===== config.mk =====
export PLATFORM = sky130hd
export DESIGN_NAME = fdre_ram
export DESIGN_NICKNAME = d
export VERILOG_FILES = /design/src/rtl/fdre_ram.sv
export SDC_FILE = /design/constraint.sdc
export NUM_CORES = 1
export LEC_CHECK = 0
export BUFFER_PORTS_ARGS = -buffer_cell sky130_fd_sc_hd__buf_2
export CAP_MARGIN = 20
export CORE_ASPECT_RATIO = 0.8
export CORE_MARGIN = 2
export CORE_UTILIZATION = 47
export DETAILED_ROUTE_END_ITERATION = 8
export PLACE_DENSITY = 0.61
export SYNTH_ARGS = -nofsm -noshare
export SYNTH_HDL_FRONTEND = slang
export SYNTH_SLANG_ARGS = --single-unit
export TNS_END_PERCENT = 5

===== constraint.sdc =====
create_clock -name clk_i -period 2.4 [get_ports clk_i]
set_clock_uncertainty 0.2 [all_clocks]
set_input_delay 0.24 -clock clk_i [delete_from_list [all_inputs] [get_ports clk_i]]
set_output_delay 0.24 -clock clk_i [all_outputs]
set_load 0.1 [all_outputs]

===== src/rtl/fdre_ram.sv =====
module fdre_ram #(
  parameter int unsigned WIDTH = 8,
  parameter int unsigned DEPTH = 16,
  localparam int unsigned AW = (DEPTH > 1) ? $clog2(DEPTH) : 1
) (
  input  logic             clk_i,
  input  logic             we_i,
  input  logic [AW-1:0]    waddr_i,
  input  logic [WIDTH-1:0] wdata_i,
  input  logic [AW-1:0]    raddr_i,
  output logic [WIDTH-1:0] rdata_o
);

  logic [WIDTH-1:0] mem_q [DEPTH];
  logic [WIDTH-1:0] rdata_q;

  always_ff @(posedge clk_i) begin
    if (we_i) begin
      mem_q[waddr_i] <= wdata_i;
    end
    rdata_q <= mem_q[raddr_i];
  end

  assign rdata_o = rdata_q;

endmodule


==> results.sh <==
export IMPL_n_fill_cell=784
export IMPL_synth_edf_count=128
export IMPL_period_needed_ns=1.72
export IMPL_hold_viol=0
export IMPL_synth_avg_cell_area_um2=22.5
export IMPL_avgViaCountPerCell=5.54
export IMPL_cp_data_required_time_ns=1.96
export IMPL_cp_slowest_stage_delay_ns=0.46
export IMPL_drive_gt1_share_pct=31.0
export IMPL_combPwrFrac_pct=6.7
export IMPL_synth_main_ff_cell="edfxtp_1"
export IMPL_slew_limit_headroom_pct=51.6
export IMPL_grt_antenna_before_repair=1
export IMPL_synth_cell_types=19
export IMPL_power_mw=5.45
export IMPL_area_growth_pct=19.1
export IMPL_dpl_cell_area_mm2=0.00556
export IMPL_startpoint_type="flip-flop"
export IMPL_drt_iter0_drc=214
export IMPL_syn_inst=229
export IMPL_r2r_setup_slack_ns=0.84
export IMPL_fin_ws_ns=0.683
export IMPL_start_util_pct=47.8
export IMPL_crit_cells=1
export IMPL_cts_resized=0
export IMPL_wl_per_cell_um=23.0
export IMPL_fmax_mhz=583
export IMPL_synth_most_common_cell="edfxtp_1"
export IMPL_holdWs_ns=0.0205
export IMPL_hpwl_um=6580
export IMPL_vias=2465
export IMPL_crit_path_end="rdata_o[6]"
export IMPL_slew_violations=0
export IMPL_critPathSlowestCell="buf_2"
export IMPL_grt_pass1_wl_um=15600
export IMPL_syn_nets=247
export IMPL_dp_slack_ns=0.521
export IMPL_rsz0062_at_grt="false"
export IMPL_rows=34
export IMPL_cp_end_kind="primary output"
export IMPL_setup_tns_final_ns=0
export IMPL_power_density_mw_per_mm2=889
export IMPL_wl_um=10200
export IMPL_drtAntennaViolNets=0
export IMPL_cts_buffers=17
export IMPL_pin_count=26
export IMPL_crit_arrival_ns=1.28
export IMPL_async_reset_ff_share_pct=0
export IMPL_yosysSeqAreaShare_pct=77.8
export IMPL_clockPowerShare_pct=44.3
export IMPL_cts_tree="done"
export IMPL_portBuffers=25
export IMPL_drc=0
export IMPL_grt_overflow_total=0
export IMPL_hold_class="primary input to flip-flop"
export IMPL_max_clock_path_buffers=2
export IMPL_core_mm2=0.0108
export IMPL_switchingPower_mw=1.17
export IMPL_clock_sinks=136
export IMPL_final_cell_count_no_fill=445
export IMPL_path_clk_slew_ns=0.06
export IMPL_cts_htree_levels=4
export IMPL_max_cap_violations=0
export IMPL_nets=305
export IMPL_chipWidth_um=121
export IMPL_synth_top_area_share_pct=74.7
export IMPL_p_leak_nw=2.09
export IMPL_ys_ff_latch=136
export IMPL_fin_util_pct=56.9
export IMPL_ir_drop_mv=0.505
export IMPL_cp_top_family="buffers and inverters"
export IMPL_netlist_top_cells_count="edfxtp_1, mux4_2, a22oi_1, mux4_1, nor2_1"
export IMPL_path_cells="buf_2"
export IMPL_max_slew_worst_pin_slew_ns=0.724
export IMPL_outcome="completed"
export IMPL_dp_cells=410
export IMPL_r2r_cells=3
export IMPL_fin_area_mm2=0.00613
export IMPL_die_area_mm2=0.0118
export IMPL_clk_latency_ns=0.41
export IMPL_r2r_start="mem_q[9][4]"
export IMPL_seq_power_share_pct=49.1
export IMPL_netlist_area_mm2=0.00515
export IMPL_ff_latch_area_mm2=0.00400
export IMPL_critPathKind="flip-flop to primary output"
export IMPL_period_share_pct=71.5
export IMPL_synth_area_leaders="edfxtp_1, mux4_2, mux4_1, dfxtp_1, a22oi_1"
export IMPL_dr_pass1_iters=4
export IMPL_cts_root_buf="clkbuf_16"
export IMPL_yosys_warnings=0
export IMPL_gp_congestion=0.709
export IMPL_synth_top_cell_by_area="edfxtp_1"
export IMPL_critPathBufInv=1
export IMPL_grt_pass1_vias=2598
export IMPL_crit_path_start="rdata_o[6]"
export IMPL_die_height_um=97.6
export IMPL_crit_fanout=1
export IMPL_intPower_mw=4.28
export IMPL_final_setup_viol_count=0
export IMPL_grt_max_degree=17
export IMPL_track_usage_pct=19.2
export IMPL_rr_endpoint="rdata_o[4]"
export IMPL_multi_input_area_mm2=0.00106
export IMPL_switching_share_pct=21.4
-- routing by layer --
metal / track usage, % / wire [um]
met5: 0 / 0
met4: 5.64 / 91
met3: 6.22 / 532
met2: 28.7 / 5030
met1: 27.2 / 4560
-- worst reg2reg max path: cells and delay by family, from the launching register on --
| family | cells | cell delay, ns |
|---|---|---|
| DFF | 1 | 0.37 |
| muxes | 1 | 0.52 |
| AOI/OAI and AO/OA | 1 | 0.26 |
| and+or+nand+nor | 1 | 0.08 |
-- cell usage in the layout (no fill, tap or decap), types with 4 or more instances in the layout --
cell,count
a22oi_1,16
buf_2,25
buf_4,20
clkbuf_1,5
clkbuf_16,17
clkinv_2,6
dfxtp_1,8
edfxtp_1,128
mux4_1,14
mux4_2,18
nand2_1,9
nor2_1,13
nor3_1,4
-- what timing repair did --
action                                 CTS  global route
hold buffers                             2             0
endpoints found under the hold margin   16             0
buffers inserted                         0             0
-- power groups by stage --
stage               Clock, mW  Sequential [mW]  Combinational [mW]
floorplan                   0             2.83               0.135
global placement            0             2.72               0.359
detailed placement          0             2.72               0.365
CTS                      2.46             2.68               0.368
global route             2.56             2.68               0.386
finish                   2.41             2.68               0.363
-- state kept, by name, summed over array words and instances (netlist names) --
signal   flops
rdata_o      8
mem_q      128
-- kinds of logic (layout without fill, tap and decap cells) --
logic type	Yosys count	after routing	synth area share, %
other cells	0	1	0
simple gates	35	35	3.18
buf+inv	10	81	1.68
compound gates	16	16	2.33
mux	32	32	15.0
flops	136	136	77.8
-- worst min path at each step --
stage / from / depth (start not counted) / to / slack, ns
after floorplan: wdata_i[0] / 0 / mem_q[0][0] / 0.14
after global placement: wdata_i[2] / 1 / mem_q[5][2] / 0.43
after detailed placement: wdata_i[2] / 1 / mem_q[4][2] / 0.44
after CTS: wdata_i[5] / 1 / mem_q[5][5] / 0.001
after global routing: wdata_i[6] / 1 / mem_q[10][6] / 0.02
final: wdata_i[6] / 1 / mem_q[10][6] / 0.02
-- area by class of cell --
type                            instances  share of cell area, %
Antenna cell                            1                 0.0408
Clock buffer                           22                   7.25
Clock inverter                         10                   1.71
Multi-Input combinational cell         83                   17.3
Sequential cell                       136                   65.3
Tap cell                              144                   2.94
Timing Repair Buffer                   49                   5.47
Note: power is estimated with default switching activity, not from simulation.
