**config.mk**
```make
export PLATFORM = sky130hd
export DESIGN_NAME = fdre_apb_regs
export DESIGN_NICKNAME = d
export VERILOG_FILES = /design/src/rtl/fdre_pkg.sv /design/src/rtl/fdre_apb_regs.sv
export SDC_FILE = /design/constraint.sdc
export NUM_CORES = 1
export LEC_CHECK = 0
export ABC_AREA = 1
export BUFFER_PORTS_ARGS = -buffer_cell sky130_fd_sc_hd__buf_4
export CAP_MARGIN = 20
export CORE_UTILIZATION = 31
export CTS_CLUSTER_DIAMETER = 200
export DETAILED_ROUTE_END_ITERATION = 7
export GPL_ROUTABILITY_DRIVEN = 0
export PLACE_DENSITY = 0.69
export SLEW_MARGIN = 20
export SYNTH_ARGS = -nofsm -noshare
export SYNTH_HDL_FRONTEND = slang
export SYNTH_SLANG_ARGS = --single-unit
```
**constraint.sdc**
```tcl
create_clock -name clk_i -period 0.9 [get_ports clk_i]
set_input_delay 0.045 -clock clk_i [delete_from_list [all_inputs] [get_ports clk_i]]
set_output_delay 0.045 -clock clk_i [all_outputs]
set_load 0.02 [all_outputs]
```
**src/rtl/fdre_pkg.sv**
```systemverilog
package fdre_pkg;

  localparam int unsigned FrameBytesDef = 8192;
  localparam int unsigned MaxRunDef     = 255;

  localparam int unsigned ByteW      = 8;
  localparam int unsigned RunW       = 8;
  localparam int unsigned CapW       = 16;
  localparam int unsigned CountW     = 16;
  localparam int unsigned BytesW     = 17;
  localparam int unsigned ChunkBytes = 8;
  localparam int unsigned LaneW      = 3;
  localparam int unsigned WordW      = 64;
  localparam int unsigned ValidW     = 4;
  localparam int unsigned ChunkIdxW  = 6;

  localparam int unsigned ApbDataW = 32;
  localparam int unsigned PaddrW   = 3;
  localparam int unsigned RegIdxW  = 1;

  localparam logic [RegIdxW-1:0] RegOutCapacity = 1'b0;
  localparam logic [CapW-1:0]    CapReset       = 16'hFFFF;
  localparam logic [BytesW-1:0]  BytesReset     = 17'd2;

  localparam logic ReqEncode = 1'b0;
  localparam logic ReqLoad   = 1'b1;

  typedef enum logic [1:0] {
    KindHeader  = 2'd0,
    KindChunk   = 2'd1,
    KindTrlOk   = 2'd2,
    KindTrlFail = 2'd3
  } kind_e;

  typedef struct packed {
    logic             req_type;
    logic [ByteW-1:0] byte_value;
    logic             end_of_frame;
  } req_item_t;

  typedef struct packed {
    kind_e             kind;
    logic [RunW-1:0]   match_count;
    logic [RunW-1:0]   miss_count;
    logic [WordW-1:0]  data_word;
    logic [ValidW-1:0] valid_bytes;
    logic [CountW-1:0] record_count;
    logic [CountW-1:0] total_bytes;
    logic              last_result;
  } rsp_item_t;

  // Work handed from the encoder to the result sequencer.
  typedef struct packed {
    logic            start;
    logic            has_rec;
    logic            eof;
    logic [RunW-1:0] match_count;
    logic [RunW-1:0] miss_count;
  } job_t;

  typedef struct packed {
    logic              fail;
    logic [RunW-1:0]   match_count;
    logic [CountW-1:0] record_count;
    logic [CountW-1:0] total_bytes;
  } trailer_t;

  typedef struct packed {
    logic             we;
    logic [RunW-1:0]  idx;
    logic [ByteW-1:0] byte_value;
  } miss_wr_t;

  typedef struct packed {
    logic busy;
    logic trailer_sent;
  } emit_status_t;

endpackage

```
**src/rtl/fdre_apb_regs.sv**
```systemverilog
module fdre_apb_regs (
  input  logic                          clk_i,
  input  logic                          rst_ni,
  input  logic                          psel,
  input  logic                          penable,
  input  logic                          pwrite,
  input  logic [fdre_pkg::PaddrW-1:0]   paddr,
  input  logic [fdre_pkg::ApbDataW-1:0] pwdata,
  output logic [fdre_pkg::ApbDataW-1:0] prdata,
  output logic                          pready,
  output logic [fdre_pkg::CapW-1:0]     cap_o
);

  logic [fdre_pkg::RegIdxW-1:0] reg_idx;
  logic                         wr_cap;
  logic [fdre_pkg::CapW-1:0]    cap_q;
  logic [fdre_pkg::CapW-1:0]    cap_d;

  assign reg_idx = paddr[fdre_pkg::PaddrW-1:2];
  assign wr_cap  = psel && penable && pwrite && (reg_idx == fdre_pkg::RegOutCapacity);
  assign cap_d   = wr_cap ? pwdata[fdre_pkg::CapW-1:0] : cap_q;

  always_ff @(posedge clk_i or negedge rst_ni) begin
    if (!rst_ni) begin
      cap_q <= fdre_pkg::CapReset;
    end else begin
      cap_q <= cap_d;
    end
  end

  always_comb begin
    prdata = '0;
    if (reg_idx == fdre_pkg::RegOutCapacity) begin
      prdata = fdre_pkg::ApbDataW'(cap_q);
    end
  end

  assign pready = 1'b1;
  assign cap_o  = cap_q;

endmodule

```
==> summary.md <==
| Metric | Value |
|---|---|
| Status | complete, but fails checks |
| Failing checks | design-rule violations, negative setup slack |
| Global-route wire length before repair | 4.31 mm |
| Hold Slack | approximately 0.006 ns |
| Slew Limit Fails | 0 |
| Post-synthesis sequential area ratio | 43.9% |
| Synth area leaders | dfstp_2, buf_4, nand2_1 |
| FF+latch area | 420 sq um |
| Initial Util | 33.6% |
| Setup TNS | -6.35 ns |
| Via count | just over 1000 |
| Final core occ | about 64% |
| Pwr dens | 1690 nW/um^2 |
| # DRC | 4 |
| Worst skew pair latency | 0.27 ns |
| Slowest stage delay, CP | 0.56 ns |
| Per-cell routed wire length | 11.6 microns |
| Die X | between 50 and 60 microns |
| Initial antenna violation count | 0 |
| Hold_sp | pwdata[5] |
| All-Layer GR Usage | between 10% and 20% |
| Largest net degree at the start of global routing | 18 |
| Synth Instances | 125 |
| Post-DR vias/cell | about 4.2 |
| Worst Slack Setup Final | -0.246 ns |
| Switching Fraction | between 30% and 40% |
| Fin crit share | 127% |
| Peak supply drop | 1.20 mV |
| Core box area | about 2900 sq um |
| Yosys top cell area share | a little over two fifths |
| Sw power | about 0.0011 W |
| Vias in the first global route | 992 |
| Yosys warning count | 0 |
| RSZ-0062 raised after global routing | true |
| P_int | just under 0.002 W |
| Startpoint class of the critical path | flop |
| Commonest non-fill, non-tap cell in the layout | buf_6 |
| Detailed Place HPWL | roughly 1.6 mm |
| Yosys top cell by area | dfstp_2 |
| R2r startpoint | cap_o[11] |
| CP Max Fanout | 2 |
| Endpoints failing hold | 0 |
| FMAX | approximately 870 MHz |
| Clock root cell | clkbuf_4 |
| Synth Register Bits | 16 |
| Leakage | about 0.96 nW |
| Post-synth cell types | 12 |
| Pre-antenna DRT Iters | 8 |
| I/O pin count | 89 |
| Syn Area/Cell | 7.67 sq um |
| Required time worst endpoint | approximately 0.85 ns |
| Total Die Area | approximately 3300 sq um |
| Sequential Power Share | between 30% and 40% |
| Final WL | ~2.8 mm |
| Arrival @ worst endpoint | around 1.1 ns |
| Final Setup Violations | 35 |
| Row count | 19 |
| Slowest-stage cell, CP | dfstp_2 |
| Worst Skew | 0 ns |
| Fraction of layout cells with a size suffix above 1 | about three fifths |
| DR iter-0 viols | 22 |
| Port bufs | 53 |
| Max reg flops | 16 |
| CTS Sinks | 16 |
| Diodes inserted | 0 |
| Grt ovf | 0 |
| CTS max path bufs | 2 |
| Footprint of the multi-input gates | around 420 sq um |
| Hold Crit Class | in -> reg |
| Nets | 252 |
| H-Tree Depth | 1 |
| Number of max-cap violations | 0 |
| Die Ht | around 58 microns |
| Mapped Area | between 900 and 1000 sq um |
| Crit path kind | reg -> out |
| Tot Pwr | ~0.003 W |
| CTS Buf Count | 3 |
| Comb pwr share | between 50% and 60% |
| CTS tree | yes |
| Part of the total power dissipated in the clock network | 11.8% |
| CP Cell Sequence | inv_2 -> nor2_2 -> buf_6 |
| Crit path time final | approximately 1.1 ns |
| CP startpoint | cap_o[4] |
| Pre-CTS setup slack | around 0.022 ns |
| Setup crit end kind | output pin |
| P&R area growth vs syn | 89.4% |
| CTS clock-pin slew for the worst setup and hold paths | about 0.09 ns |
| Antenna-violating nets left | 0 |
| Fillers | 249 |
| Most frequent cells in the layout | buf_6, buf_4, nand2_1 |
-- critical path, delay by kind of cell (launching register included) --
kind	cells	cell delay (ns)
and+or+nand+nor	1	0.11
buffers and inverters	2	0.16
DFF	1	0.56
-- cell families after synthesis --
group,count (synthesis),share of synthesized area [%]
AND/OR/NAND/NOR,67,30.8
buffers and inverters,40,24.5
flip-flops,16,43.9
other,2,0.784
-- metal layers --
metal,track usage (%),up-vias,wire [microns]
met5,0,-,0
met4,4.53,0,27
met3,4.54,2,98
met2,35.0,39,1640
met1,16.6,459,1020
li1,-,506,-
-- worst paths after layout --
path	endpoint	slack (ns)	cells after the start
min reg2reg	cap_o[3]	0.48	2
max in group asynchronous	cap_o[0]	0.48	2
min in group asynchronous	cap_o[7]	0.39	2
min	cap_o[5]	0.006	3
max reg2reg	cap_o[11]	-0.02	4
max	prdata[4]	-0.25	3
-- power by group through the flow --
stage	Sequential [W]	Clock, W	Combinational [W]
after floorplan	0.00124	0	0.000506
after global placement	0.00107	0	0.00106
after detailed placement	0.00107	0	0.00108
after CTS	0.00106	0.000373	0.00142
after global routing	0.00110	0.000406	0.00174
final	0.00108	0.000364	0.00163
-- layout make-up --
type | count | area share, %
Inverter | 18 | 3.72
Clock buffer | 3 | 1.24
Sequential cell | 16 | 23.2
Timing Repair Buffer | 89 | 46.7
Multi-Input combinational cell | 84 | 23.1
Tap cell | 31 | 2.14
-- Yosys cell counts --
library cell  number
buf_4             18
nor2_1            16
inv_1             17
inv_2              1
nand2_4            1
nand2_1           33
conb_1             2
buf_6              2
nand3_1           16
nor2_8             1
buf_2              2
dfstp_2           16
-- repair_timing --
action / in CTS / in global routing
resized for setup: 30 / 24
endpoints found under the hold margin: 31 / 0
setup buffers: 11 / 9
setup endpoints to repair: 32 / 33
pin swaps: 8 / 12
hold buffers: 16 / 0
-- metrics by stage --
stage                     instances  cell area (sq um)
after floorplan                 140               1050
after global placement          203               1330
after detailed placement        203               1330
after CTS                       233               1680
after global routing            241               1820
final                           241               1820
Note: power is estimated with default switching activity, not from simulation.
