`src/rtl/fdre_pkg.sv`:
```
package fdre_pkg;

  localparam int unsigned FrameBytesDef = 8192;
  localparam int unsigned MaxRunDef     = 255;

  localparam int unsigned ByteW      = 8;
  localparam int unsigned RunW       = 8;
  localparam int unsigned CapW       = 16;
  localparam int unsigned CountW     = 16;
  localparam int unsigned BytesW     = 17;
  localparam int unsigned ChunkBytes = 8;
  localparam int unsigned LaneW      = 3;
  localparam int unsigned WordW      = 64;
  localparam int unsigned ValidW     = 4;
  localparam int unsigned ChunkIdxW  = 6;

  localparam int unsigned ApbDataW = 32;
  localparam int unsigned PaddrW   = 3;
  localparam int unsigned RegIdxW  = 1;

  localparam logic [RegIdxW-1:0] RegOutCapacity = 1'b0;
  localparam logic [CapW-1:0]    CapReset       = 16'hFFFF;
  localparam logic [BytesW-1:0]  BytesReset     = 17'd2;

  localparam logic ReqEncode = 1'b0;
  localparam logic ReqLoad   = 1'b1;

  typedef enum logic [1:0] {
    KindHeader  = 2'd0,
    KindChunk   = 2'd1,
    KindTrlOk   = 2'd2,
    KindTrlFail = 2'd3
  } kind_e;

  typedef struct packed {
    logic             req_type;
    logic [ByteW-1:0] byte_value;
    logic             end_of_frame;
  } req_item_t;

  typedef struct packed {
    kind_e             kind;
    logic [RunW-1:0]   match_count;
    logic [RunW-1:0]   miss_count;
    logic [WordW-1:0]  data_word;
    logic [ValidW-1:0] valid_bytes;
    logic [CountW-1:0] record_count;
    logic [CountW-1:0] total_bytes;
    logic              last_result;
  } rsp_item_t;

  // Work handed from the encoder to the result sequencer.
  typedef struct packed {
    logic            start;
    logic            has_rec;
    logic            eof;
    logic [RunW-1:0] match_count;
    logic [RunW-1:0] miss_count;
  } job_t;

  typedef struct packed {
    logic              fail;
    logic [RunW-1:0]   match_count;
    logic [CountW-1:0] record_count;
    logic [CountW-1:0] total_bytes;
  } trailer_t;

  typedef struct packed {
    logic             we;
    logic [RunW-1:0]  idx;
    logic [ByteW-1:0] byte_value;
  } miss_wr_t;

  typedef struct packed {
    logic busy;
    logic trailer_sent;
  } emit_status_t;

endpackage

```
`src/rtl/fdre_stream_if.sv`:
```
interface fdre_stream_if #(
  parameter type T = logic
);
  logic valid;
  logic ready;
  T     data;

  modport source (output valid, output data, input ready);
  modport sink (input valid, input data, output ready);
endinterface

```
`src/rtl/fdre_ram.sv`:
```
module fdre_ram #(
  parameter int unsigned WIDTH = 8,
  parameter int unsigned DEPTH = 16,
  localparam int unsigned AW = (DEPTH > 1) ? $clog2(DEPTH) : 1
) (
  input  logic             clk_i,
  input  logic             we_i,
  input  logic [AW-1:0]    waddr_i,
  input  logic [WIDTH-1:0] wdata_i,
  input  logic [AW-1:0]    raddr_i,
  output logic [WIDTH-1:0] rdata_o
);

  logic [WIDTH-1:0] mem_q [DEPTH];
  logic [WIDTH-1:0] rdata_q;

  always_ff @(posedge clk_i) begin
    if (we_i) begin
      mem_q[waddr_i] <= wdata_i;
    end
    rdata_q <= mem_q[raddr_i];
  end

  assign rdata_o = rdata_q;

endmodule

```
`src/rtl/fdre_emitter.sv`:
```
module fdre_emitter #(
  parameter int unsigned MAX_RUN = fdre_pkg::MaxRunDef
) (
  input  logic                   clk_i,
  input  logic                   rst_ni,
  input  fdre_pkg::job_t         job_i,
  input  fdre_pkg::trailer_t     trl_i,
  input  fdre_pkg::miss_wr_t     miss_wr_i,
  output fdre_pkg::emit_status_t status_o,
  fdre_stream_if.source          rsp_o
);

  localparam int unsigned MissWords = (MAX_RUN + fdre_pkg::ChunkBytes - 1) / fdre_pkg::ChunkBytes;
  localparam int unsigned MissAw    = (MissWords > 1) ? $clog2(MissWords) : 1;
  localparam int unsigned IdxW      = fdre_pkg::ChunkIdxW;
  localparam int unsigned LaneW     = fdre_pkg::LaneW;
  localparam int unsigned ByteW     = fdre_pkg::ByteW;
  localparam int unsigned WordW     = fdre_pkg::WordW;

  localparam logic [1:0] EIdle  = 2'd0;
  localparam logic [1:0] EHdr   = 2'd1;
  localparam logic [1:0] EChunk = 2'd2;
  localparam logic [1:0] ETrl   = 2'd3;

  localparam logic [LaneW-1:0] LaneLast = LaneW'(fdre_pkg::ChunkBytes - 1);

  logic [1:0]                  state_q, state_d;
  logic [fdre_pkg::RunW-1:0]   m_q, m_d, k_q, k_d;
  logic                        eof_q, eof_d;
  logic [IdxW-1:0]             idx_q, idx_d;
  logic [WordW-1:0]            asm_q;
  logic                        out_valid_q, out_valid_d;
  fdre_pkg::rsp_item_t         out_q, out_d;

  logic                        out_free;
  logic                        load;
  logic                        trailer_sent;
  logic [IdxW-1:0]             full_words;
  logic [IdxW-1:0]             nchunks;
  logic [LaneW-1:0]            rem;
  logic                        full;
  logic                        last_chunk;
  logic [WordW-1:0]            tail_word;
  logic [WordW-1:0]            ram_rd;
  logic [LaneW-1:0]            wr_lane;
  logic                        ram_we;

  // Miss bytes gather in a word register; each full word goes to the RAM.
  assign wr_lane = miss_wr_i.idx[LaneW-1:0];
  assign ram_we  = miss_wr_i.we && (wr_lane == LaneLast);

  fdre_ram #(
    .WIDTH(WordW),
    .DEPTH(MissWords)
  ) u_miss_ram (
    .clk_i  (clk_i),
    .we_i   (ram_we),
    .waddr_i(miss_wr_i.idx[MissAw+LaneW-1:LaneW]),
    .wdata_i({miss_wr_i.byte_value, asm_q[WordW-ByteW-1:0]}),
    .raddr_i(idx_d[MissAw-1:0]),
    .rdata_o(ram_rd)
  );

  always_ff @(posedge clk_i) begin
    if (miss_wr_i.we) begin
      asm_q[{wr_lane, 3'b000} +: ByteW] <= miss_wr_i.byte_value;
    end
  end

  assign full_words = IdxW'(k_q[fdre_pkg::RunW-1:LaneW]);
  assign rem        = k_q[LaneW-1:0];
  assign nchunks    = full_words + IdxW'(|rem);
  assign full       = idx_q < full_words;
  assign last_chunk = (idx_q + IdxW'(1)) == nchunks;
  assign out_free   = !out_valid_q || rsp_o.ready;

  // Zero the lanes past the end of a short final chunk.
  always_comb begin
    for (int l = 0; l < fdre_pkg::ChunkBytes; l++) begin
      tail_word[l*ByteW +: ByteW] = (LaneW'(l) < rem) ? asm_q[l*ByteW +: ByteW] : '0;
    end
  end

  always_comb begin
    state_d      = state_q;
    m_d          = m_q;
    k_d          = k_q;
    eof_d        = eof_q;
    idx_d        = idx_q;
    out_d        = out_q;
    load         = 1'b0;
    trailer_sent = 1'b0;
    unique case (state_q)
      EIdle: begin
        idx_d = '0;
        if (job_i.start) begin
          m_d     = job_i.match_count;
          k_d     = job_i.miss_count;
          eof_d   = job_i.eof;
          state_d = job_i.has_rec ? EHdr : ETrl;
        end
      end
      EHdr: begin
        if (out_free) begin
          load              = 1'b1;
          out_d             = '0;
          out_d.kind        = fdre_pkg::KindHeader;
          out_d.match_count = m_q;
          out_d.miss_count  = k_q;
          out_d.last_result = (k_q == '0) && !eof_q;
          if (k_q != '0) begin
            state_d = EChunk;
          end else begin
            state_d = eof_q ? ETrl : EIdle;
          end
        end
      end
      EChunk: begin
        if (out_free) begin
          load              = 1'b1;
          out_d             = '0;
          out_d.kind        = fdre_pkg::KindChunk;
          out_d.data_word   = full ? ram_rd : tail_word;
          out_d.valid_bytes = full ? fdre_pkg::ValidW'(fdre_pkg::ChunkBytes)
                                   : fdre_pkg::ValidW'(rem);
          out_d.last_result = last_chunk && !eof_q;
          idx_d             = idx_q + IdxW'(1);
          if (last_chunk) begin
            state_d = eof_q ? ETrl : EIdle;
          end
        end
      end
      ETrl: begin
        if (out_free) begin
          load               = 1'b1;
          trailer_sent       = 1'b1;
          out_d              = '0;
          out_d.kind         = trl_i.fail ? fdre_pkg::KindTrlFail : fdre_pkg::KindTrlOk;
          out_d.match_count  = trl_i.match_count;
          out_d.record_count = trl_i.record_count;
          out_d.total_bytes  = trl_i.total_bytes;
          out_d.last_result  = 1'b1;
          state_d            = EIdle;
        end
      end
    endcase
  end

  assign out_valid_d = load ? 1'b1 : (out_valid_q && !rsp_o.ready);

  always_ff @(posedge clk_i or negedge rst_ni) begin
    if (!rst_ni) begin
      state_q     <= EIdle;
      m_q         <= '0;
      k_q         <= '0;
      eof_q       <= 1'b0;
      idx_q       <= '0;
      out_valid_q <= 1'b0;
    end else begin
      state_q     <= state_d;
      m_q         <= m_d;
      k_q         <= k_d;
      eof_q       <= eof_d;
      idx_q       <= idx_d;
      out_valid_q <= out_valid_d;
    end
  end

  always_ff @(posedge clk_i) begin
    out_q <= out_d;
  end

  assign rsp_o.valid           = out_valid_q;
  assign rsp_o.data            = out_q;
  assign status_o.busy         = (state_q != EIdle);
  assign status_o.trailer_sent = trailer_sent;

endmodule

```
`src/flat_wrapper.sv`:
```
// flat-port wrapper written by rule: the top's interface ports become plain ports
module fdre_emitter_flat 
#(
  parameter int unsigned MAX_RUN = fdre_pkg::MaxRunDef
)
  (clk_i, rst_ni, job_i, trl_i, miss_wr_i, status_o, rsp_o_valid, rsp_o_data, rsp_o_ready);
  fdre_stream_if rsp_o_i ();
  input  logic clk_i;
  input  logic rst_ni;
  input  fdre_pkg::job_t job_i;
  input  fdre_pkg::trailer_t trl_i;
  input  fdre_pkg::miss_wr_t miss_wr_i;
  output fdre_pkg::emit_status_t status_o;
  output wire logic [$bits(rsp_o_i.valid)-1:0] rsp_o_valid;
  output wire logic [$bits(rsp_o_i.data)-1:0] rsp_o_data;
  input wire logic [$bits(rsp_o_i.ready)-1:0] rsp_o_ready;
  assign rsp_o_valid = rsp_o_i.valid;
  assign rsp_o_data = rsp_o_i.data;
  assign rsp_o_i.ready = rsp_o_ready;
  fdre_emitter #(.MAX_RUN(MAX_RUN)) u_core (.clk_i(clk_i), .rst_ni(rst_ni), .job_i(job_i), .trl_i(trl_i), .miss_wr_i(miss_wr_i), .status_o(status_o), .rsp_o(rsp_o_i));
endmodule
```
`config.mk`:
```
export PLATFORM = sky130hd
export DESIGN_NAME = fdre_emitter_flat
export DESIGN_NICKNAME = d
export VERILOG_FILES = /design/src/rtl/fdre_pkg.sv /design/src/rtl/fdre_stream_if.sv /design/src/rtl/fdre_ram.sv /design/src/rtl/fdre_emitter.sv /design/src/flat_wrapper.sv
export SDC_FILE = /design/constraint.sdc
export NUM_CORES = 1
export LEC_CHECK = 0
export BUFFER_PORTS_ARGS = -buffer_cell sky130_fd_sc_hd__buf_2
export CAP_MARGIN = 20
export CORE_MARGIN = 4
export CORE_UTILIZATION = 43
export CTS_CLUSTER_SIZE = 40
export DETAILED_ROUTE_END_ITERATION = 16
export PLACE_DENSITY_LB_ADDON = 0.12
export SETUP_SLACK_MARGIN = 0.15
export SYNTH_ARGS = -nofsm -noshare
export SYNTH_HDL_FRONTEND = slang
export SYNTH_SLANG_ARGS = --single-unit
```
`constraint.sdc`:
```
create_clock -name clk_i -period 4 [get_ports clk_i]
set_input_delay 0.6 -clock clk_i [delete_from_list [all_inputs] [get_ports clk_i]]
set_output_delay 0.6 -clock clk_i [all_outputs]
set_load 0.1 [all_outputs]
```
==> results of run 1 <==
[per-layer routing]
metal  up-vias  wire (um)  GRT usage, %
li1        417          -             -
met1       391        989          19.8
met2        18       1010          22.4
met3         4         90          1.96
met4         0         28          5.83
met5         -          0             0
[report_power, final]
| group | total, mW | internal [mW] | switching, mW |
|---|---|---|---|
| Combinational | 0.486 | 0.222 | 0.264 |
| Sequential | 0.392 | 0.278 | 0.115 |
| Clock | 0.100 | 0.0373 | 0.0627 |
| Total | 0.978 | 0.537 | 0.442 |
[how the worst max path moves through the flow]
stage / slack (ns) / to / from
6_report: 1.50 / u_core.state_q[1]$_DFFE_PN0P_ / u_core.k_q[1]$_DFFE_PN0P_
4_1_cts: 1.47 / u_core.state_q[1]$_DFFE_PN0P_ / u_core.k_q[1]$_DFFE_PN0P_
3_3_place_gp: 1.54 / u_core.state_q[1]$_DFFE_PN0P_ / u_core.k_q[1]$_DFFE_PN0P_
5_1_grt: 1.28 / u_core.state_q[1]$_DFFE_PN0P_ / u_core.k_q[1]$_DFFE_PN0P_
2_1_floorplan: 1.71 / u_core.state_q[1]$_DFFE_PN0P_ / u_core.k_q[1]$_DFFE_PN0P_
3_5_place_dp: 1.51 / u_core.state_q[1]$_DFFE_PN0P_ / u_core.k_q[1]$_DFFE_PN0P_
[state kept, by name (all words and copies together) (netlist names)]
signal	cells
u_core.eof_q	1
u_core.idx_q	6
u_core.k_q	8
u_core.rsp_o.data	1
u_core.rsp_o.valid	1
u_core.state_q	2
[worst reg2reg max path, stage by stage (launching register included)]
cell                      delay, ns
sky130_fd_sc_hd__dfrtp_1       0.39
sky130_fd_sc_hd__or3_1         0.41
sky130_fd_sc_hd__ha_1          0.23
sky130_fd_sc_hd__ha_1          0.22
sky130_fd_sc_hd__nand3_2       0.10
sky130_fd_sc_hd__xnor2_2       0.11
sky130_fd_sc_hd__xnor2_1       0.08
sky130_fd_sc_hd__nor4_1        0.30
sky130_fd_sc_hd__nand3_1       0.16
sky130_fd_sc_hd__a311o_1       0.38
[per-stage QoR]
step | utilization (%) | hold WS (ns) | area (sq um)
2_1_floorplan | - | 0.304 | 1120
3_3_place_gp | 48.8 | 0.489 | 1210
3_5_place_dp | 48.8 | 0.498 | 1210
4_1_cts | 49.9 | 0.210 | 1240
5_1_grt | 49.9 | 0.234 | 1240
6_report | 49.9 | 0.206 | 1240
[cell type report]
type | count | area (sq um)
clock buffer | 3 | 22.5
clock inverter | 1 | 5.00
fill | 257 | 1240
inverter | 5 | 18.8
multi-input combinational | 79 | 588
sequential | 19 | 480
tap | 30 | 37.5
timing repair buffer | 17 | 85.1
[Yosys cell counts (all sizes together) (2+ instances only)]
| master | n | area [sq um] |
|---|---|---|
| nor2b | 2 | 12.5 |
| nor2 | 5 | 21.3 |
| nand2b | 2 | 12.5 |
| ha | 3 | 37.5 |
| a22o | 6 | 53.8 |
| inv | 5 | 18.8 |
| xor2 | 5 | 43.8 |
| nor4 | 3 | 18.8 |
| nand2 | 9 | 33.8 |
| xnor2 | 8 | 77.6 |
| mux2 | 9 | 101 |
| o31ai | 3 | 22.5 |
| buf | 3 | 26.3 |
| dfrtp | 18 | 450 |
| nand3 | 5 | 35.0 |
| o21ai | 9 | 45.0 |
[cell families (layout without fill, tap and decap cells)]
kind of cell               count (synthesis)  count (layout)
DFF                                       19              19
AOI/OAI and AO/OA                         22              22
and+or+nand+nor                           31              31
adders and majority gates                  3               3
muxes                                     10              10
xor gates and xnor gates                  13              13
buffers and inverters                      9              26
==> results.txt, run 1 <==
The sum of net half-perimeters after detailed placement came out at 1590 um. Of the total synthesized cell area, the portion taken by XOR and XNOR cells is 10.9%. The cell count after synthesis came out at 107. The synthesis-stage register bit count is 19. The first global-routing pass estimated between 3000 and 4000 um of wire. The setup slack of the worst register-to-register path is 1.50 ns. Broken down by cell family, the worst path's largest delay share belongs to simple AND/OR/NAND/NOR gates. The worst setup path is launched from a flop.

The iteration count of the initial detailed-routing pass is 4. The post-route non-filler standard cell count came out at 154. The number of buffers inserted by post-CTS setup repair came out at 0. After layout, the worst setup slack is around 1.5 ns.

For the worst setup path, the data required time is between 4 and 5 ns. The netlist uses 33 different library cells. The longest clock path from root to sink contains 2 buffers. The sequential fraction of the synthesis area is between 40 and 50%. The worst setup path is captured at a flop. Across all layers, the routed design uses 830 vias. The post-detailed-route count of antenna-violating nets is 0. After the last flow step, the layout net total stands at around 210. The path depth of the worst reg2reg path is 9.

The first routing iteration left 31 violations. The fraction of the mapped netlist area in compound gates is 13.7%. Across the run, the number of max-cap violations was 0. The peak supply drop came out at 398 uV. In this run the vertical extent of the chip is 59.0 um. The average instance area after synthesis is 10.4 sq um. At the end of routability-driven placement, the weighted congestion stood at 0.791. The count of pins on the block boundary is 84. The clock tree from TritonCTS is built.

The number of remaining DRC errors is 0. Summing the areas of all and, or, nand and nor instances in the mapped netlist gives 14.8% of the synthesized area. The cell sitting at the root of the clock tree is a sky130_fd_sc_hd__clkbuf_4. The critical path in this run is classified as flop to flop. Summed over all cells, the static leakage comes to 0.535 nW. The total number of placement rows is 18. The final critical delay including setup and external delays is about 2.5 ns. The tightest min-delay check is of the input pin to asynchronous set/reset pin type.

The maximum net fanout on the critical path came out at 3. The post-layout total power came out at 978 uW. The worst register-to-register path begins at u_core.k_q[1]$_DFFE_PN0P_. The layout cell share with drive strength beyond 1 is 29.0%. The core region area came out at approximately 2500 sq um. The transition time at the pin with the least slew margin is 0.681 ns. The number of buffer cells added on primary ports came out at 17. The count of final hold-check violations came out at 0.

The total length of routed wires is 2110 um. The average via count per standard cell is approximately 5.4. The initial utilization of the core area, before any placement, comes to a little under half. By instance count, the cell type seen most on the critical path is sky130_fd_sc_hd__ha_1. Leaving out fill and tap cells, the most frequent cells in the layout are sky130_fd_sc_hd__dfrtp_1 (18), sky130_fd_sc_hd__buf_2 (17), sky130_fd_sc_hd__nand2_1 (9), sky130_fd_sc_hd__mux2_2 (9), sky130_fd_sc_hd__o21ai_0 (9).

The async set-or-reset flop fraction in the synthesized netlist came out at around 95%. The worst clock skew on the final layout is about 0.0027 ns. The commonest non-fill, non-tap cell in the layout is sky130_fd_sc_hd__dfrtp_1. The clock edge transition at the registers on the reported setup and hold paths is roughly 0.11 ns. The largest net degree at the start of global routing came out at 19. For this design the ratio of total power to cell area is 791 nW/um^2.

The number of pins exceeding their max-slew limit in the final report was 0. The number of buffers created by CTS is 3. The count of warnings emitted by yosys came out at 0. The clock drives 19 sinks. The endpoint identified for the worst register-to-register timing path is u_core.state_q[1]$_DFFE_PN0P_. Yosys mapped a number of flops with a built-in enable equal to 1.

The endpoint arrival time on the critical path came out at ~2.7 ns. The number of H-tree levels is 1. The largest incremental delay on the critical path is 0.41 ns. The number of nets in the synthesized netlist is 190. The fraction of synthesized area in multiplexers came out at 9.97%. Setup repair after global routing left no endpoint under its margin. The floorplan die area came out at approximately 3500 sq um. The post-cts resize count is 0.

The number of antenna diodes came out at 0. The flip-flop cell with the highest count after synthesis is sky130_fd_sc_hd__dfrtp_1. The achievable frequency is 400 MHz. The worst pin sits at a relative slew slack of between 50% and 60%.

Adding up every negative setup slack in the final design gives 0 ns. Across every metal layer, demand over resource in global routing totals 14.3%. The synthesis-to-finish area growth came out at 10.8%. The post-route clock period utilization is 62.5%. The run finished with clean final reports. The number of antenna violations at the first check in global routing was 0.

Walking the worst path, the cells encountered are or3_1, ha_1, ha_1, nand3_2, xnor2_2, xnor2_1, nor4_1, nand3_1, a311o_1. The arithmetic-cell share of the synthesized area counting full adders, half adders and majority gates is 3.36%. The number of placed instances, taps included, is 150.

The via count of the first global-routing pass came out at 845. After synthesis, the largest family of logic cells by area is simple AND/OR/NAND/NOR gates. The post-synthesis instance area is 1120 sq um.

For this design, the slowest cell found on the critical path is sky130_fd_sc_hd__or3_1. The number of gates on the worst path with buffers counted came out at 9. Setup violations remaining at the end of the flow were counted as 0. Dividing the detail-routed wire length by the instance count gives 13.7 um. The latest clock arrival within the worst-skew pair came out at around 0.30 ns. The count of buffer and inverter cells on the critical path is 0.

Summed over all layers, the global routing overflow is 0. The width of the die is 59.0 um. The number of hold-repair buffers added at the cts stage came out at 0.

The worst slack at placement is 1.51 ns.
Power figures use the tool's default switching activity.
==> run 2: changes to the inputs <==
--- a/config.mk
+++ b/config.mk
@@ -8,7 +8,7 @@
 export BUFFER_PORTS_ARGS = -buffer_cell sky130_fd_sc_hd__buf_2
 export CAP_MARGIN = 20
 export CORE_MARGIN = 4
-export CORE_UTILIZATION = 43
+export CORE_UTILIZATION = 36
 export CTS_CLUSTER_SIZE = 40
 export DETAILED_ROUTE_END_ITERATION = 16
 export PLACE_DENSITY_LB_ADDON = 0.12
==> constraint.sdc (replaced) <==
create_clock -name clk_i -period 2.1 [get_ports clk_i]
set_input_delay 0.315 -clock clk_i [delete_from_list [all_inputs] [get_ports clk_i]]
set_output_delay 0.315 -clock clk_i [all_outputs]
set_load 0.1 [all_outputs]
==> run 2 against run 1 <==
Net effect: the run now ends with negative setup slack left; sequential share of layout area down 2.8 points; die area grew 17%; clock skew increased by 0.0044 ns; clock power up 83%; via count up 1.4%; core utilization is 3.2 points lower; sequential power is 79% higher; critical path depth fell by 1.
==> results.txt, run 2 (same netlist as run 1, synthesis figures left out) <==
The routability congestion estimate is 0.732 (was 0.791). The largest net degree at the start of global routing came to 19 (unchanged). The path depth of the worst reg2reg path is 8 (was 9). The total global routing overflow came out at 0 (unchanged). The clock tree from TritonCTS was built (unchanged).

The post-route non-filler standard cell count is 162 (was 154). The clock edge transition at the registers on the reported setup and hold paths came out at 0.11 ns (about the same). The worst clock skew on the final layout was 0.00710 ns (was 0.00274 ns).

The static leakage power is 0.566 nW (was 0.535 nW). The synthesis-to-finish area growth is 19.3% (was 10.8%). The final setup violation count came out at 3 (was 0). The iteration count of the initial detailed-routing pass is 4 (unchanged). The worst max-slew margin expressed relative to the limit came out at 67.9% (was 54.5%). The floorplan die area is 4060 sq um (was 3480 sq um). The capturing point of the worst reg2reg path was u_core.state_q[1]$_DFFE_PN0P_ (unchanged). The TritonCTS sink count is 19 (unchanged). The number of remaining DRC errors is 0 (unchanged).

The required time of the worst setup path is 2.29 ns (was 4.19 ns). The transition time at the pin with the least slew margin came out at 0.485 ns (was 0.681 ns). The number of antenna violations at the first check in global routing came out at 0 (unchanged). The first-pass GRT wire length came to 3820 um (was 3860 um). The count of fill cells added during filler insertion came out at 274 (was 257). The number of gates on the worst path with buffers counted came out at 8 (was 9). The latest clock arrival within the worst-skew pair was 0.30 ns (about the same). The overall global routing resource usage came out at 12.0% (was 14.3%).

The area after detailed placement came out at 1280 sq um (was 1210 sq um). The count of buffer and inverter cells on the critical path was 0 (unchanged). The post-layout net count came out at 215 (was 208). The number of antenna diodes is 0 (unchanged). The critical-path cell with the highest stage delay is sky130_fd_sc_hd__or3_4 (was sky130_fd_sc_hd__or3_1).

The core region area is 2850 sq um (was 2480 sq um). The critical path class was flop to flop (unchanged). The cell occurring most often along the worst timing path is sky130_fd_sc_hd__ha_4 (was sky130_fd_sc_hd__ha_1). The cell at the root of the clock tree was sky130_fd_sc_hd__clkbuf_4 (unchanged). Largest regs: u_core.k_q (8), u_core.idx_q (6), u_core.state_q (2) (unchanged). The starting DRC count in detailed routing came to 63 (was 31). The setup slack of the worst register-to-register path is -0.11 ns (was 1.50 ns).

The number of buffer cells added on primary ports came out at 17 (unchanged). The final reports fail on negative setup slack. The achievable frequency is 452 MHz (was 400 MHz). List of cells traversed by the critical path: or3_4, ha_4, ha_4, xor2_2, xnor2_1, nor4_1, nand3_1, a311o_1 (was or3_1, ha_1, ha_1, nand3_2, xnor2_2, xnor2_1, nor4_1, nand3_1, a311o_1). The launch instance of the worst register-to-register path is u_core.k_q[2]$_DFFE_PN0P_ (was u_core.k_q[1]$_DFFE_PN0P_). The critical path capture point type is a flop (unchanged). The die span in y is 63.7 um (was 59.0 um).

The post-detailed-route count of antenna-violating nets is 0 (unchanged). The placed cell count came out at 156 (was 150). The post-layout instance area came out at 1330 sq um (was 1240 sq um).

The maximum net fanout on the critical path is 3 (unchanged). The post-route clock period utilization is 105% (was 62.5%). The worst slack at placement is -0.129 ns (was 1.51 ns).

The layout cell share with drive strength beyond 1 was 34.4% (was 29.0%). The via count of the routed design is 842 (was 830). The largest incremental delay on the critical path is 0.40 ns (was 0.41 ns).

The sum of net half-perimeters after detailed placement is 1630 um (was 1590 um). The effective utilization at floorplan came out at 39.2% (was 45.1%). The cell family with the largest share of critical-path delay is simple AND/OR/NAND/NOR gates (unchanged). The width of the die is 63.7 um (was 59.0 um). The start point of the critical path was u_core.k_q[2]$_DFFE_PN0P_ (was u_core.k_q[1]$_DFFE_PN0P_). The commonest non-fill, non-tap cell in the layout was sky130_fd_sc_hd__dfrtp_1 (unchanged). The number of maximum-capacitance constraint violations is 0 (unchanged). The post-layout total power is 2.01 mW (was 978 uW). The via count of the first global-routing pass came to 841 (was 845). The sort of element at the start of the critical path was a flop (unchanged). RSZ-0062 raised after global routing: yes (was no).

The count of final hold-check violations came to 0 (unchanged). The total number of placement rows was 19 (was 18). The flip-flop count of the largest register after layout came to 8 (unchanged). The final critical delay including setup and external delays is 2.21 ns (was 2.50 ns). The number of pins exceeding their max-slew limit in the final report is 0 (unchanged). The number of buffers on the longest clock path came out at 2 (unchanged). The peak supply drop is 637 uV (was 398 uV). The number of H-tree levels is 1 (unchanged). The worst min-delay path category is input pin to flop (was input pin to asynchronous set/reset pin). The average via count per standard cell came out at 5.20 (was 5.39).

Run status: complete, but fails checks (was complete, no violations). The count of pins on the block boundary came out at 84 (unchanged). The worst setup path endpoint is u_core.state_q[1]$_DFFE_PN0P_ (unchanged).

The total length of routed wires was 2160 um (was 2110 um). The register with the highest flop count is u_core.k_q (unchanged). The endpoint arrival time on the critical path is 2.40 ns (was 2.69 ns). Commonest cells after routing, fill and taps aside: sky130_fd_sc_hd__dfrtp_1 (18), sky130_fd_sc_hd__buf_2 (16), sky130_fd_sc_hd__nand2_1 (9), sky130_fd_sc_hd__mux2_2 (9), sky130_fd_sc_hd__o21ai_0 (9) (was sky130_fd_sc_hd__dfrtp_1 (18), sky130_fd_sc_hd__buf_2 (17), sky130_fd_sc_hd__nand2_1 (9), sky130_fd_sc_hd__mux2_2 (9), sky130_fd_sc_hd__o21ai_0 (9)). The number of buffers created by CTS is 3 (unchanged).

The final critical-path setup slack is -0.113 ns (was 1.50 ns). The power per unit of standard cell area came to 1510 nW/um^2 (was 791 nW/um^2). The average detailed-routed wire length per instance came out at 13.3 um (was 13.7 um).
[run 2: layout make-up]
cell class | instances | area (sq um) | share of cell area [%]
tap | 31 | 38.8 | 2.91
inverter | 5 | 18.8 | 1.41
clock buffer | 4 | 26.3 | 1.97
sequential | 19 | 480 | 36.1
timing repair buffer | 24 | 143 | 10.7
multi-input combinational | 79 | 626 | 46.9
[run 2: stage by stage]
stage / utilization [%] / setup TNS [ns] / hold slack [ns]
2_1_floorplan: - / -0.00361 / 0.0194
3_3_place_gp: 44.8 / -0.238 / 0.273
3_5_place_dp: 44.8 / -0.233 / 0.272
4_1_cts: 46.4 / -0.260 / 0.239
5_1_grt: 46.7 / -0.770 / 0.224
6_report: 46.7 / -0.211 / 0.247
[run 2: timing repair]
action,CTS,global route
setup endpoints to repair,3,4
pin swaps,2,3
hold endpoints to repair,18,0
hold buffers,1,0
gates resized for setup,0,2
buffers inserted,1,0
[run 2: power by group]
group	internal [mW]	total (mW)	leakage (nW)	switching, mW
clock network	0.0739	0.183	0.0150	0.109
logic	0.535	1.12	0.322	0.587
registers	0.530	0.701	0.228	0.170
total	1.14	2.01	0.566	0.867
[run 2: how the worst min path moves through the flow]
stage,startpoint,end,slack [ns],cells after the start
after floorplan,rst_ni,u_core.eof_q$_DFFE_PN0P_,0.02,0
after global placement,rst_ni,u_core.idx_q[4]$_DFFE_PN0P_,0.27,1
after detailed placement,rst_ni,u_core.idx_q[4]$_DFFE_PN0P_,0.27,1
after CTS,job_i[3],u_core.k_q[3]$_DFFE_PN0P_,0.24,2
after global routing,job_i[0],u_core.k_q[0]$_DFFE_PN0P_,0.22,2
final,job_i[3],u_core.k_q[3]$_DFFE_PN0P_,0.25,2
[run 2: layer usage]
metal  global-route usage, %  wire length (um)
met5                       0                 0
met4                    2.43                18
met3                    4.62               104
met2                    19.6               983
met1                    15.2              1050
